<file path="src/rtl/core/stce_pkg.sv">
`timescale 1ns / 1ps

package stce_pkg;

  // command codes
  localparam logic [1:0] CMD_OPEN     = 2'd0;
  localparam logic [1:0] CMD_SEGMENT  = 2'd1;
  localparam logic [1:0] CMD_APP_DATA = 2'd2;
  localparam logic [1:0] CMD_CLOSE    = 2'd3;

  // segment flag bytes
  localparam logic [7:0] FL_NONE = 8'h00;
  localparam logic [7:0] FL_FIN  = 8'h01;
  localparam logic [7:0] FL_SYN  = 8'h02;
  localparam logic [7:0] FL_ACK  = 8'h10;

  // connection phases
  localparam logic [2:0] PH_CLOSED   = 3'd0;
  localparam logic [2:0] PH_LISTEN   = 3'd1;
  localparam logic [2:0] PH_SYN_SENT = 3'd2;
  localparam logic [2:0] PH_SYN_RCVD = 3'd3;
  localparam logic [2:0] PH_ESTAB    = 3'd4;
  localparam logic [2:0] PH_DONE     = 3'd5;

  // configuration register indexes
  localparam logic [1:0] REG_LOCAL_ISN    = 2'd0;
  localparam logic [1:0] REG_ACTIVE_OPEN  = 2'd1;
  localparam logic [1:0] REG_LOCAL_WINDOW = 2'd2;

  localparam logic [31:0] RST_LOCAL_ISN = 32'd1;

  // fin count at which the close exchange is complete
  localparam logic [1:0] FIN_DONE_CNT = 2'd3;
  localparam logic [1:0] FIN_MAX      = 2'd3;

  typedef struct packed {
    logic [1:0]  cmd;
    logic [31:0] seg_seq;
    logic [31:0] seg_ack;
    logic [7:0]  seg_flags;
    logic [15:0] seg_window;
    logic [3:0]  seg_header_words;
    logic [15:0] seg_total_len;
    logic [15:0] app_bytes_ready;
  } item_t;

  typedef struct packed {
    logic        send_valid;
    logic [7:0]  send_flags;
    logic [31:0] send_seq;
    logic [31:0] send_ack;
    logic [15:0] send_payload_len;
    logic [15:0] deliver_len;
    logic [15:0] deliver_skip;
    logic        peer_closed;
    logic        conn_done;
  } result_t;

  typedef struct packed {
    logic [2:0]  phase;
    logic [31:0] next_send_seq;
    logic [31:0] peer_acked_seq;
    logic [15:0] peer_window;
    logic [31:0] expected_recv_seq;
    logic [1:0]  fin_count;
  } conn_state_t;

  typedef struct packed {
    logic [31:0] local_isn;
    logic        active_open;
  } cfg_t;

endpackage

</file>
<file path="src/rtl/core/stce_if.sv">
`timescale 1ns / 1ps

interface stce_in_if;
  logic        valid;
  logic        ready;
  logic [1:0]  cmd;
  logic [31:0] seg_seq;
  logic [31:0] seg_ack;
  logic [7:0]  seg_flags;
  logic [15:0] seg_window;
  logic [3:0]  seg_header_words;
  logic [15:0] seg_total_len;
  logic [15:0] app_bytes_ready;

  modport source (
    output valid, cmd, seg_seq, seg_ack, seg_flags, seg_window, seg_header_words,
           seg_total_len, app_bytes_ready,
    input  ready
  );
  modport sink (
    input  valid, cmd, seg_seq, seg_ack, seg_flags, seg_window, seg_header_words,
           seg_total_len, app_bytes_ready,
    output ready
  );
endinterface

interface stce_out_if;
  logic        valid;
  logic        ready;
  logic        send_valid;
  logic [7:0]  send_flags;
  logic [31:0] send_seq;
  logic [31:0] send_ack;
  logic [15:0] send_payload_len;
  logic [15:0] deliver_len;
  logic [15:0] deliver_skip;
  logic        peer_closed;
  logic        conn_done;

  modport source (
    output valid, send_valid, send_flags, send_seq, send_ack, send_payload_len,
           deliver_len, deliver_skip, peer_closed, conn_done,
    input  ready
  );
  modport sink (
    input  valid, send_valid, send_flags, send_seq, send_ack, send_payload_len,
           deliver_len, deliver_skip, peer_closed, conn_done,
    output ready
  );
endinterface

interface stce_cfg_if;
  logic        valid;
  logic        ready;
  logic [1:0]  index;
  logic [31:0] data;

  modport source (output valid, index, data, input ready);
  modport sink (input valid, index, data, output ready);
endinterface

</file>
<file path="src/rtl/core/stce_cfg_regs.sv">
`timescale 1ns / 1ps

module stce_cfg_regs (
  input  logic               clk,
  input  logic               rst_n,
  input  logic               wr_en,
  input  logic [1:0]         wr_index,
  input  logic [31:0]        wr_data,
  output stce_pkg::cfg_t     cfg
);

  logic [31:0] local_isn_r;
  logic        active_open_r;

  always_ff @(posedge clk) begin
    if (!rst_n) begin
      local_isn_r   <= stce_pkg::RST_LOCAL_ISN;
      active_open_r <= 1'b0;
    end else if (wr_en) begin
      case (wr_index)
        stce_pkg::REG_LOCAL_ISN: local_isn_r <= wr_data;
        stce_pkg::REG_ACTIVE_OPEN: active_open_r <= wr_data[0];
        // window only goes into the outgoing header, which is not emitted
        stce_pkg::REG_LOCAL_WINDOW: ;
        default: ;
      endcase
    end
  end

  assign cfg.local_isn   = local_isn_r;
  assign cfg.active_open = active_open_r;

endmodule

</file>
<file path="src/rtl/core/stce_event_logic.sv">
`timescale 1ns / 1ps

module stce_event_logic #(
  parameter logic [15:0] MAX_PAYLOAD = 16'd536
) (
  input  stce_pkg::cfg_t        cfg,
  input  stce_pkg::conn_state_t st,
  input  stce_pkg::item_t       item,
  output stce_pkg::conn_state_t st_nxt,
  output stce_pkg::result_t     res
);

  logic [1:0]         fin_bump;
  logic [31:0]        acked_max;
  logic [5:0]         hdr_bytes;
  logic               pay_pos;
  logic               pay_zero;
  logic [15:0]        plen;
  logic [31:0]        early;
  logic [31:0]        seq_end;
  logic [31:0]        new_ack;
  logic [31:0]        inflight;
  logic signed [33:0] room;
  logic               room_pos;
  logic [15:0]        room_c;
  logic [15:0]        n_send;

  always_comb begin
    fin_bump  = (st.fin_count == stce_pkg::FIN_MAX) ? stce_pkg::FIN_MAX
                                                   : st.fin_count + 2'd1;
    acked_max = (item.seg_ack > st.peer_acked_seq) ? item.seg_ack : st.peer_acked_seq;

    hdr_bytes = {item.seg_header_words, 2'b00};
    pay_pos   = item.seg_total_len > {10'd0, hdr_bytes};
    pay_zero  = item.seg_total_len == {10'd0, hdr_bytes};
    plen      = item.seg_total_len - {10'd0, hdr_bytes};
    early     = (st.expected_recv_seq > item.seg_seq) ?
                st.expected_recv_seq - item.seg_seq : 32'd0;
    seq_end   = item.seg_seq + {16'd0, plen};
    new_ack   = (seq_end > st.expected_recv_seq) ? seq_end : st.expected_recv_seq;

    // send room: peer window minus bytes in flight, in flight taken as signed
    inflight  = st.next_send_seq - st.peer_acked_seq;
    room      = $signed({18'd0, st.peer_window}) - $signed({{2{inflight[31]}}, inflight});
    room_pos  = room > 34'sd0;
    room_c    = (room > $signed({18'd0, MAX_PAYLOAD})) ? MAX_PAYLOAD : room[15:0];
    n_send    = (item.app_bytes_ready > room_c) ? room_c : item.app_bytes_ready;
  end

  always_comb begin
    st_nxt = st;
    res    = '0;
    case (st.phase)
      stce_pkg::PH_CLOSED: begin
        if (item.cmd == stce_pkg::CMD_OPEN) begin
          st_nxt.next_send_seq = cfg.local_isn;
          if (cfg.active_open) begin
            res.send_valid       = 1'b1;
            res.send_flags       = stce_pkg::FL_SYN;
            res.send_seq         = cfg.local_isn;
            st_nxt.next_send_seq = cfg.local_isn + 32'd1;
            st_nxt.phase         = stce_pkg::PH_SYN_SENT;
          end else begin
            st_nxt.phase = stce_pkg::PH_LISTEN;
          end
        end
      end
      stce_pkg::PH_LISTEN: begin
        if (item.cmd == stce_pkg::CMD_SEGMENT && item.seg_flags == stce_pkg::FL_SYN) begin
          st_nxt.expected_recv_seq = item.seg_seq + 32'd1;
          res.send_valid           = 1'b1;
          res.send_flags           = stce_pkg::FL_SYN | stce_pkg::FL_ACK;
          res.send_seq             = st.next_send_seq;
          res.send_ack             = item.seg_seq + 32'd1;
          st_nxt.next_send_seq     = st.next_send_seq + 32'd1;
          st_nxt.phase             = stce_pkg::PH_SYN_RCVD;
        end
      end
      stce_pkg::PH_SYN_SENT: begin
        if (item.cmd == stce_pkg::CMD_SEGMENT &&
            item.seg_flags == (stce_pkg::FL_SYN | stce_pkg::FL_ACK)) begin
          st_nxt.peer_acked_seq    = item.seg_ack;
          st_nxt.peer_window       = item.seg_window;
          st_nxt.expected_recv_seq = item.seg_seq + 32'd1;
          res.send_valid           = 1'b1;
          res.send_flags           = stce_pkg::FL_ACK;
          res.send_seq             = st.next_send_seq;
          res.send_ack             = item.seg_seq + 32'd1;
          st_nxt.phase             = stce_pkg::PH_ESTAB;
        end
      end
      stce_pkg::PH_SYN_RCVD: begin
        if (item.cmd == stce_pkg::CMD_SEGMENT && item.seg_flags == stce_pkg::FL_ACK) begin
          st_nxt.peer_acked_seq = item.seg_ack;
          st_nxt.peer_window    = item.seg_window;
          st_nxt.phase          = stce_pkg::PH_ESTAB;
        end
      end
      stce_pkg::PH_ESTAB: begin
        case (item.cmd)
          stce_pkg::CMD_SEGMENT: begin
            if (item.seg_flags == stce_pkg::FL_ACK && st.fin_count != 2'd0) begin
              // ACK during the close exchange
              st_nxt.fin_count      = fin_bump;
              st_nxt.peer_acked_seq = acked_max;
              if (fin_bump == stce_pkg::FIN_DONE_CNT) st_nxt.phase = stce_pkg::PH_DONE;
            end else if (item.seg_flags == stce_pkg::FL_FIN) begin
              st_nxt.fin_count = fin_bump;
              res.send_valid   = 1'b1;
              res.send_flags   = stce_pkg::FL_ACK;
              res.send_seq     = st.next_send_seq;
              res.send_ack     = st.expected_recv_seq;
              res.peer_closed  = 1'b1;
              if (fin_bump == stce_pkg::FIN_DONE_CNT) st_nxt.phase = stce_pkg::PH_DONE;
            end else begin
              if (item.seg_flags == stce_pkg::FL_ACK) begin
                st_nxt.peer_window    = item.seg_window;
                st_nxt.peer_acked_seq = acked_max;
              end
              // a pure ACK with no payload is not answered
              if (pay_pos || (pay_zero && item.seg_flags != stce_pkg::FL_ACK)) begin
                if ({16'd0, plen} > early) begin
                  res.deliver_len  = plen - early[15:0];
                  res.deliver_skip = early[15:0];
                end
                st_nxt.expected_recv_seq = new_ack;
                res.send_valid           = 1'b1;
                res.send_flags           = stce_pkg::FL_ACK;
                res.send_seq             = st.next_send_seq;
                res.send_ack             = new_ack;
              end
            end
          end
          stce_pkg::CMD_APP_DATA: begin
            if (room_pos && n_send != 16'd0) begin
              res.send_valid       = 1'b1;
              res.send_flags       = stce_pkg::FL_NONE;
              res.send_seq         = st.next_send_seq;
              res.send_ack         = st.expected_recv_seq;
              res.send_payload_len = n_send;
              st_nxt.next_send_seq = st.next_send_seq + {16'd0, n_send};
            end
          end
          stce_pkg::CMD_CLOSE: begin
            res.send_valid       = 1'b1;
            res.send_flags       = stce_pkg::FL_FIN;
            res.send_seq         = st.next_send_seq;
            res.send_ack         = st.expected_recv_seq;
            st_nxt.next_send_seq = st.next_send_seq + 32'd1;
            st_nxt.fin_count     = fin_bump;
          end
          default: ;
        endcase
      end
      default: ;
    endcase
    res.conn_done = st_nxt.phase >= stce_pkg::PH_DONE;
  end

endmodule

</file>
<file path="src/rtl/core/simple_tcp_connection_engine.sv">
`timescale 1ns / 1ps
// Channel  Modport  Handshake     Carries
// in_ch    sink     valid/ready   one event: cmd and arrived segment header fields
// out_ch   source   valid/ready   one result per event: send header, delivery, status
// cfg_ch   sink     valid/ready   register index and write data, ready while idle
//
// One event per cycle sustained while out_ch is not stalled; a result travels from its input beat
// through the input register, then combinational event logic, into the result register.
// The connection state registers update when an event moves into the result register.
// A stalled result holds the result register; the input register still takes a beat
// while the result register is full, then ready drops until the output drains.
// Synchronous active-low reset, no clearing pass; ready is low in reset, high right after.
// A cfg beat is taken only while neither register holds an event.
module simple_tcp_connection_engine #(
  parameter logic [15:0] MAX_PAYLOAD = 16'd536
) (
  input logic        clk,
  input logic        rst_n,
  stce_in_if.sink    in_ch,
  stce_out_if.source out_ch,
  stce_cfg_if.sink   cfg_ch
);

  stce_pkg::cfg_t        cfg;
  stce_pkg::conn_state_t st_r;
  stce_pkg::conn_state_t st_nxt;
  stce_pkg::item_t       in_item;
  stce_pkg::item_t       in_item_r;
  stce_pkg::result_t     res;
  stce_pkg::result_t     out_res_r;
  logic                  in_valid_r;
  logic                  in_valid_nxt;
  logic                  out_valid_r;
  logic                  out_valid_nxt;
  logic                  out_free;
  logic                  fire;
  logic                  in_take;

  assign cfg_ch.ready = rst_n && !in_valid_r && !out_valid_r;

  stce_cfg_regs u_cfg (
    .clk      (clk),
    .rst_n    (rst_n),
    .wr_en    (cfg_ch.valid && cfg_ch.ready),
    .wr_index (cfg_ch.index),
    .wr_data  (cfg_ch.data),
    .cfg      (cfg)
  );

  assign in_item.cmd              = in_ch.cmd;
  assign in_item.seg_seq          = in_ch.seg_seq;
  assign in_item.seg_ack          = in_ch.seg_ack;
  assign in_item.seg_flags        = in_ch.seg_flags;
  assign in_item.seg_window       = in_ch.seg_window;
  assign in_item.seg_header_words = in_ch.seg_header_words;
  assign in_item.seg_total_len    = in_ch.seg_total_len;
  assign in_item.app_bytes_ready  = in_ch.app_bytes_ready;

  assign out_free    = !out_valid_r || out_ch.ready;
  assign fire        = in_valid_r && out_free;
  assign in_ch.ready = rst_n && (!in_valid_r || fire);
  assign in_take     = in_ch.valid && in_ch.ready;

  always_comb begin
    in_valid_nxt  = in_take || (in_valid_r && !fire);
    out_valid_nxt = fire || (out_valid_r && !out_ch.ready);
  end

  stce_event_logic #(
    .MAX_PAYLOAD (MAX_PAYLOAD)
  ) u_logic (
    .cfg    (cfg),
    .st     (st_r),
    .item   (in_item_r),
    .st_nxt (st_nxt),
    .res    (res)
  );

  always_ff @(posedge clk) begin
    if (!rst_n) begin
      in_valid_r  <= 1'b0;
      out_valid_r <= 1'b0;
      st_r        <= '0;
    end else begin
      in_valid_r  <= in_valid_nxt;
      out_valid_r <= out_valid_nxt;
      if (fire) st_r <= st_nxt;
    end
  end

  always_ff @(posedge clk) begin
    if (in_take) in_item_r <= in_item;
    if (fire) out_res_r <= res;
  end

  assign out_ch.valid            = out_valid_r;
  assign out_ch.send_valid       = out_res_r.send_valid;
  assign out_ch.send_flags       = out_res_r.send_flags;
  assign out_ch.send_seq         = out_res_r.send_seq;
  assign out_ch.send_ack         = out_res_r.send_ack;
  assign out_ch.send_payload_len = out_res_r.send_payload_len;
  assign out_ch.deliver_len      = out_res_r.deliver_len;
  assign out_ch.deliver_skip     = out_res_r.deliver_skip;
  assign out_ch.peer_closed      = out_res_r.peer_closed;
  assign out_ch.conn_done        = out_res_r.conn_done;

endmodule

</file>
<file path="src/flat_wrapper.sv">
// flat-port wrapper written by rule: the top's interface ports become plain ports
module simple_tcp_connection_engine_flat 
#(
  parameter logic [15:0] MAX_PAYLOAD = 16'd536
)
  (clk, rst_n, in_ch_valid, in_ch_cmd, in_ch_seg_seq, in_ch_seg_ack, in_ch_seg_flags, in_ch_seg_window, in_ch_seg_header_words, in_ch_seg_total_len, in_ch_app_bytes_ready, in_ch_ready, out_ch_valid, out_ch_send_valid, out_ch_send_flags, out_ch_send_seq, out_ch_send_ack, out_ch_send_payload_len, out_ch_deliver_len, out_ch_deliver_skip, out_ch_peer_closed, out_ch_conn_done, out_ch_ready, cfg_ch_valid, cfg_ch_index, cfg_ch_data, cfg_ch_ready);
  stce_in_if in_ch_i ();
  stce_out_if out_ch_i ();
  stce_cfg_if cfg_ch_i ();
  input logic clk;
  input logic rst_n;
  input wire logic [$bits(in_ch_i.valid)-1:0] in_ch_valid;
  input wire logic [$bits(in_ch_i.cmd)-1:0] in_ch_cmd;
  input wire logic [$bits(in_ch_i.seg_seq)-1:0] in_ch_seg_seq;
  input wire logic [$bits(in_ch_i.seg_ack)-1:0] in_ch_seg_ack;
  input wire logic [$bits(in_ch_i.seg_flags)-1:0] in_ch_seg_flags;
  input wire logic [$bits(in_ch_i.seg_window)-1:0] in_ch_seg_window;
  input wire logic [$bits(in_ch_i.seg_header_words)-1:0] in_ch_seg_header_words;
  input wire logic [$bits(in_ch_i.seg_total_len)-1:0] in_ch_seg_total_len;
  input wire logic [$bits(in_ch_i.app_bytes_ready)-1:0] in_ch_app_bytes_ready;
  output wire logic [$bits(in_ch_i.ready)-1:0] in_ch_ready;
  output wire logic [$bits(out_ch_i.valid)-1:0] out_ch_valid;
  output wire logic [$bits(out_ch_i.send_valid)-1:0] out_ch_send_valid;
  output wire logic [$bits(out_ch_i.send_flags)-1:0] out_ch_send_flags;
  output wire logic [$bits(out_ch_i.send_seq)-1:0] out_ch_send_seq;
  output wire logic [$bits(out_ch_i.send_ack)-1:0] out_ch_send_ack;
  output wire logic [$bits(out_ch_i.send_payload_len)-1:0] out_ch_send_payload_len;
  output wire logic [$bits(out_ch_i.deliver_len)-1:0] out_ch_deliver_len;
  output wire logic [$bits(out_ch_i.deliver_skip)-1:0] out_ch_deliver_skip;
  output wire logic [$bits(out_ch_i.peer_closed)-1:0] out_ch_peer_closed;
  output wire logic [$bits(out_ch_i.conn_done)-1:0] out_ch_conn_done;
  input wire logic [$bits(out_ch_i.ready)-1:0] out_ch_ready;
  input wire logic [$bits(cfg_ch_i.valid)-1:0] cfg_ch_valid;
  input wire logic [$bits(cfg_ch_i.index)-1:0] cfg_ch_index;
  input wire logic [$bits(cfg_ch_i.data)-1:0] cfg_ch_data;
  output wire logic [$bits(cfg_ch_i.ready)-1:0] cfg_ch_ready;
  assign in_ch_i.valid = in_ch_valid;
  assign in_ch_i.cmd = in_ch_cmd;
  assign in_ch_i.seg_seq = in_ch_seg_seq;
  assign in_ch_i.seg_ack = in_ch_seg_ack;
  assign in_ch_i.seg_flags = in_ch_seg_flags;
  assign in_ch_i.seg_window = in_ch_seg_window;
  assign in_ch_i.seg_header_words = in_ch_seg_header_words;
  assign in_ch_i.seg_total_len = in_ch_seg_total_len;
  assign in_ch_i.app_bytes_ready = in_ch_app_bytes_ready;
  assign in_ch_ready = in_ch_i.ready;
  assign out_ch_valid = out_ch_i.valid;
  assign out_ch_send_valid = out_ch_i.send_valid;
  assign out_ch_send_flags = out_ch_i.send_flags;
  assign out_ch_send_seq = out_ch_i.send_seq;
  assign out_ch_send_ack = out_ch_i.send_ack;
  assign out_ch_send_payload_len = out_ch_i.send_payload_len;
  assign out_ch_deliver_len = out_ch_i.deliver_len;
  assign out_ch_deliver_skip = out_ch_i.deliver_skip;
  assign out_ch_peer_closed = out_ch_i.peer_closed;
  assign out_ch_conn_done = out_ch_i.conn_done;
  assign out_ch_i.ready = out_ch_ready;
  assign cfg_ch_i.valid = cfg_ch_valid;
  assign cfg_ch_i.index = cfg_ch_index;
  assign cfg_ch_i.data = cfg_ch_data;
  assign cfg_ch_ready = cfg_ch_i.ready;
  simple_tcp_connection_engine #(.MAX_PAYLOAD(MAX_PAYLOAD)) u_core (.clk(clk), .rst_n(rst_n), .in_ch(in_ch_i), .out_ch(out_ch_i), .cfg_ch(cfg_ch_i));
endmodule
</file>
<file path="config.mk">
export PLATFORM = sky130hd
export DESIGN_NAME = simple_tcp_connection_engine_flat
export DESIGN_NICKNAME = d
export VERILOG_FILES = /design/src/rtl/core/stce_pkg.sv /design/src/rtl/core/stce_if.sv /design/src/rtl/core/stce_cfg_regs.sv /design/src/rtl/core/stce_event_logic.sv /design/src/rtl/core/simple_tcp_connection_engine.sv /design/src/flat_wrapper.sv
export SDC_FILE = /design/constraint.sdc
export NUM_CORES = 1
export LEC_CHECK = 0
export ABC_AREA = 1
export BUFFER_PORTS_ARGS = -buffer_cell sky130_fd_sc_hd__buf_2
export CAP_MARGIN = 20
export CORE_ASPECT_RATIO = 0.9
export CORE_UTILIZATION = 30
export CTS_BUF_LIST = sky130_fd_sc_hd__clkbuf_4 sky130_fd_sc_hd__clkbuf_8 sky130_fd_sc_hd__clkbuf_16
export DETAILED_ROUTE_END_ITERATION = 8
export GPL_ROUTABILITY_DRIVEN = 0
export PLACE_DENSITY = 0.43
export SLEW_MARGIN = 10
export SYNTH_ARGS = -nofsm -noshare
export SYNTH_HDL_FRONTEND = slang
export SYNTH_SLANG_ARGS = --single-unit
</file>
<file path="constraint.sdc">
create_clock -name clk -period 10.71 [get_ports clk]
set_input_delay 1.071 -clock clk [delete_from_list [all_inputs] [get_ports clk]]
set_output_delay 1.071 -clock clk [all_outputs]
set_load 0.1 [all_outputs]
</file>
# [Yosys cells after proc, flatten, opt, wreduce, memory -nomap -nowiden]
# Index checks and enable logic that the tools add are counted.
[totals] regBits=401 latch_bits=0 mem_bits_rw=0 mem_bits_ro=0 input_bits=165 out_inout_bits=126 wordCells=169 mem_count=0
[op_classes] n_addsub=11 n_mul=0 n_div=0 n_lt_le_gt_ge=9 n_eq_ne=30 shifts=0 mux=46 n_bitwise=4 n_reduce_logical=42
[op_table] op="73-bit 2-to-1 mux" count=5
[op_table] op="32-bit case mux with 3 select lines" count=3
[op_table] op="32-bit 2-to-1 mux" count=8
[op_table] op="80-bit 2-to-1 mux" count=3
[op_table] op="73-bit case mux with 3 select lines" count=1
[op_table] op="41-bit case mux with 4 select lines" count=1
[op_table] op="48-bit 2-to-1 mux" count=3
[op_table] op="48-bit case mux with 3 select lines" count=1
[op_table] op="32-bit by 1-bit adder with 32-bit output, second input constant" count=3
[op_table] op="32-bit greater-than comparator" count=3
[op_table] op="89-bit 2-to-1 mux" count=1
[op_table] op="41-bit 2-to-1 mux" count=2
[op_table] op="35-bit 2-to-1 mux" count=2
[op_table] op="32-bit by 16-bit adder with 32-bit output" count=2
[op_table] op="32-bit case mux with 2 select lines" count=1
[op_table] op="32-bit subtractor" count=2
[op_table] op="33-bit by 1-bit greater-than comparator with 1-bit output, second input constant" count=1
[op_table] op="33-bit by 11-bit greater-than comparator with 1-bit output, second input constant" count=1
[op_table] op="17-bit by 32-bit subtractor with 33-bit output" count=1
[op_table] op="16-bit by 32-bit greater-than comparator with 1-bit output" count=1
[op_table] op="16-bit 2-to-1 mux" count=2
[op_table] op="3-bit 2-to-1 mux" count=6
[op_table] op="2-bit inequality test, second input constant" count=9
[op_table] op="16-bit by 6-bit equality test with 1-bit output" count=1
[op_table] op="other kinds (38)" count=79

# [Logic depth before layout (Yosys ltp)]
[depth] depth_word=11 ltp_mapped=63 ltp_nobuf=62

# [By module]
# A second synthesis with hierarchy kept.
[hier_totals] hier_cells=4948 hier_area_um2=33764.9
[by_module_without_submodules] mod="stce_event_logic" n_inst=1 cells_per_inst=3696 area_each_um2=19487.4 seq_area_each_um2=0.0
[by_module_without_submodules] mod="simple_tcp_connection_engine" n_inst=1 cells_per_inst=1034 area_each_um2=12764.7 seq_area_each_um2=9859.5
[by_module_without_submodules] mod="stce_cfg_regs" n_inst=1 cells_per_inst=218 area_each_um2=1512.7 seq_area_each_um2=660.6

# [Worst setup path after synthesis]
# OpenSTA, ideal clock, no wires.
[synth_timing] path_type="register to register" from="register u_core.st_r[82] (netlist name)" to="register u_core.st_r[112] (netlist name)" setup_ns=0.118 t_arrival_ns=8.532 required_ns=10.592 slack_ns=2.060 path_stages_with_launch=60 n_path_buf=3 synth_period_minus_slack_ns=8.650 path_cell_list="dfxtp_1 > inv_1 > ha_1 > inv_1 > fa_1 > nand3_1 > nand3_2 > nand2_1 > nand2_1 > xnor2_1 > ha_1 > inv_1 > o21bai_1 > nor2_1 > nand2_1 > a21boi_0 > o21ai_0 > nand2_1 > [24 not listed] > a21o_1 > a31oi_1 > nor2_1 > nand2_1 > a21oi_1 > nand2_1 > a21boi_0 > a21boi_0 > o21ai_0 > a21boi_0 > o21ai_0 > nand2_1 > nor2_1 > a21oi_1 > o21ai_0 > o221ai_1 > nand3_1 > a21oi_2"
[synth_via] elab_chain_len=10 elab_cells_between_ends=17 classes_between="4 x add/sub; 3 x order compare; 1 x eq/ne; 6 x mux; 3 x reduce/logical"
[synth_rtl] item="from (decl)" line_no="simple_tcp_connection_engine.sv:25" source="stce_pkg::conn_state_t st_r;"
[synth_rtl] item="from (signal assigned)" line_no="simple_tcp_connection_engine.sv:87" source="if (fire) st_r <= st_nxt;"
[synth_rtl] item="32-bit subtractor *" line_no="stce_event_logic.sv:43" source="inflight = st.next_send_seq - st.peer_acked_seq;"
[synth_rtl] item="17-bit by 32-bit subtractor with 33-bit output *" line_no="stce_event_logic.sv:44" source="room = $signed({18'd0, st.peer_window}) - $signed({{2{inflight[31]}}, inflight});"
[synth_rtl] item="33-bit by 11-bit greater-than comparator with 1-bit output" line_no="stce_event_logic.sv:46" source="room_c = (room > $signed({18'd0, MAX_PAYLOAD})) ? MAX_PAYLOAD : room[15:0];"
[synth_rtl] item="16-bit 2-to-1 mux *" line_no="stce_event_logic.sv:46"
[synth_rtl] item="16-bit greater-than comparator" line_no="stce_event_logic.sv:47" source="n_send = (item.app_bytes_ready > room_c) ? room_c : item.app_bytes_ready;"
[synth_rtl] item="16-bit 2-to-1 mux *" line_no="stce_event_logic.sv:47"
[synth_rtl] item="via u_core.u_logic.n_send[3]" line_no="stce_event_logic.sv:26" source="logic [15:0] n_send;"
[synth_rtl] item="32-bit by 16-bit adder with 32-bit output / 16-bit nonzero test (equally long branches)" line_no="stce_event_logic.sv:141, stce_event_logic.sv:135"
[synth_rtl] item="32-bit 2-to-1 mux / 1-bit logical AND (equally long branches)" line_no="stce_event_logic.sv:135" source="if (room_pos && n_send != 16'd0) begin"
[synth_rtl] item="32-bit case mux with 2 select lines / 3-bit inequality test (equally long branches)"
[synth_rtl] item="32-bit case mux with 3 select lines / 6-bit AND reduction (equally long branches)"
# The timed path passes the listed nets; every way through them passes the cells marked *. The select of a mux whose other input is x is not followed.
# A chain may end at the register's enable or synchronous reset.

# [Final worst setup path]
# Ends and elaborated chain as after synthesis.

==> run_results.csv <==
group,metric,value,unit
clock_tree,clk-insertion-delay-late,0.65,ns
worst_setup_path,slowest_delay,0.45,ns
timing,finalSetupViolations,0,
synth,synth_area,30200,sq um
clock_tree,cts_buffer_depth,3,
min_path,whs_endpoint,"u_core.st_r[34]",
synth,netlist_top_cells_count,"nand2_1, inv_1, nor2_1",
timing,whs,0.468,ns
synth,synth.avg_cell_area,7.32,sq um
timing,tightest_slew,1.11,ns
detailed_routing,drt_first_pass_iters,7,
synth,yosys.area.top_type,"edfxtp_1",
worst_setup_path,worstSetupPathType,"reg -> reg",
die,core_area,99900,sq um
min_path,hp-start,"u_core.st_r[34]",
clock_tree,cts_tree,"yes",
synth,yosysWarnings,0,
pwr,leakagePower,14.9,nW
clock_tree,cts_buffers,51,
die,dieArea,102000,sq um
clock_tree,htreeDepth,2,
placed_design,place_ws,0.501,ns
synth,postSynthCellCount,4124,
worst_setup_path,worstReg2RegEnd,"u_core.st_r[112]",
grt,first_global_vias,27300,
synth,synthFlopType,"edfxtp_1",
placed_design,hpwlAfterDp,89600,microns
die,start_util,30.2,%
min_path,hold_path_class,"reg -> reg",
worst_setup_path,rr_worst_depth,53,
clock_tree,clk_pin_slew,0.06,ns
detailed_routing,avgRoutedWirePerCell,20.6,microns
synth,ys_types,63,
worst_setup_path,path_max_fanout,28,
detailed_routing,via_per_inst,5.08,
worst_setup_path,r2r_slack,1.13,ns
worst_setup_path,arrival,10.10,ns
job,cap_viol_max_count,0,
grt,grt-ovfl-total,0,
synth,yosysMostFrequentCell,"nand2_1",
detailed_routing,routed_wl,118000,microns
status,status,"finished, final reports clean",
die,std_cell_rows,110,
detailed_routing,drcViolationCount,0,
grt,grt_pass1_wl,176000,microns
worst_setup_path,cpMostUsedCell,"nand2_1",
timing,finalCriticalPeriod,9.58,ns
worst_setup_path,rr_startpoint,"u_core.st_r[82]",
timing,period_share,89.5,%
timing,fin_ws,1.13,ns
die,die_w,336,microns
clock_tree,cts_root_buf,"clkbuf_16",
synth,ys_seq_area_share,34.3,%
grt,track_usage,22.7,%
pwr,power_density,159,nW/um^2
grt,antenna_found_initial,2,
synth,synth_seq_cells,396,
timing,slew_headroom,26.0,%
detailed_routing,vias,29100,
min_path,hold_path_depth,2,
pwr,finalPower,5.53,mW
worst_setup_path,start_kind,"flip-flop",
worst_setup_path,cp.required,11.22,ns
worst_setup_path,crit_path_top_delay_cell,"fa_1",
grt,grt_start_max_net_pins,75,
die,ios,291,
detailed_routing,dr.first_iter.drc_count,2642,
final_layout,n_antenna_cell,0,
timing,hold_violations,0,
clock_tree,cts_setup_buffers,0,
timing,fin_setup_tns,0,ns
final_layout,nets,4734,
die,die_y,303,microns
timing,clock_skew,0.0219,ns
synth,async_flop_share,0,%
detailed_routing,drtAntennaViolNets,0,
timing,rsz0062_at_grt,"false",
clock_tree,cts_num_sinks,396,
synth,synth.area.top_cells,"edfxtp_1, nand2_1, dfxtp_1",
worst_setup_path,cp-end-kind,"flip-flop",
timing,drv_slew,0,
synth,synth_top_area_share,24.3,%
final_layout,areaGrowthSynthToFinish,15.5,%
final_layout,drive_gt1_share,12.4,%
synth,synth-edff-count,244,
timing,fmax,104,MHz
pwr,ir_drop,0.130,mV
placed_design,portBuffers,285,
## flip-flops by register name, indices dropped and copies added, names as in the netlist, 3 cells and up
| register | cells |
|---|---|
| u_core.out_ch.send_seq | 32 |
| u_core.out_ch.send_flags | 3 |
| u_core.in_item_r | 126 |
| u_core.out_ch.send_ack | 32 |
| u_core.u_cfg.local_isn_r | 32 |
| u_core.out_ch.deliver_len | 16 |
| u_core.out_ch.send_payload_len | 16 |
| u_core.st_r | 117 |
| u_core.out_ch.deliver_skip | 16 |
## power breakdown
group | total (mW) | internal (mW) | leakage [nW] | switching (mW)
clock network | 1.94 | 1.17 | 0.893 | 0.767
registers | 1.72 | 1.68 | 3.57 | 0.0486
logic | 1.87 | 0.526 | 10.4 | 1.34
## layout make-up
cell class	instances	area, sq um
clock buffers	65	1450
clock inverters	30	397
fillers	10800	65100
inverters	542	2040
flip-flops and latches	396	10400
well taps	1344	1680
repair buffers	333	1800
multi-input cells	3019	17100
## cells in the final DEF (no fill, tap or decap), types with 42 or more instances in the layout
cell       count
a21oi_1      259
buf_2        286
buf_4         46
clkbuf_16     53
dfxtp_1      152
edfxtp_1     244
ha_1         219
inv_1        521
nand2_1      972
nand3_1      295
nand4_1      106
nor2_1       310
nor3_1        64
o21ai_0      222
xnor2_1       42
xor2_1       136
## repair_timing
item                                    CTS  global route
hold buffers                              0             0
gates resized for setup                   0            10
endpoints found under the setup margin    0            12
## logic make-up after synthesis
family | Yosys count | synth area share [%]
other cells | 1 | 0.0124
simple gates | 1859 | 26.7
buf+inv | 713 | 9.27
compound gates | 750 | 15.0
fa+ha+maj | 226 | 9.54
xor+xnor | 179 | 5.19
flops | 396 | 34.3
## through the flow
stage	area, sq um	utilization (%)	instances
floorplan	30200	-	4128
global placement	33000	33.0	5632
detailed placement	33000	33.0	5633
CTS	34800	34.9	5728
global route	34900	34.9	5729
finish	34900	34.9	5729
## worst max path at each step
stage | depth (start not counted) | to | slack [ns] | startpoint
after global placement | 57 | u_core.st_r[112] | 0.73 | u_core.st_r[82]
after CTS | 57 | u_core.st_r[112] | 0.49 | u_core.st_r[82]
final | 53 | u_core.st_r[112] | 1.13 | u_core.st_r[82]
after global routing | 56 | u_core.st_r[109] | 0.05 | u_core.st_r[82]
after detailed placement | 57 | u_core.st_r[112] | 0.50 | u_core.st_r[82]
after floorplan | 59 | u_core.st_r[112] | 2.06 | u_core.st_r[82]
## routing by layer
metal,vias to the layer above,global-route usage [%],routed length [microns]
met3,114,3.21,7530
li1,14400,-,-
met4,4,4.98,2140
met5,-,0,31
met1,13600,35.2,61000
met2,980,32.6,47600
## critical path: cells and delay by family, from the launching register on
kind	cells	cell delay, ns
flops	1	0.44
fa+ha+maj	6	1.67
buf+inv	4	0.63
simple gates	23	3.13
xor+xnor	2	0.51
compound gates	18	3.05
Note: power is estimated with default switching activity, not from simulation.
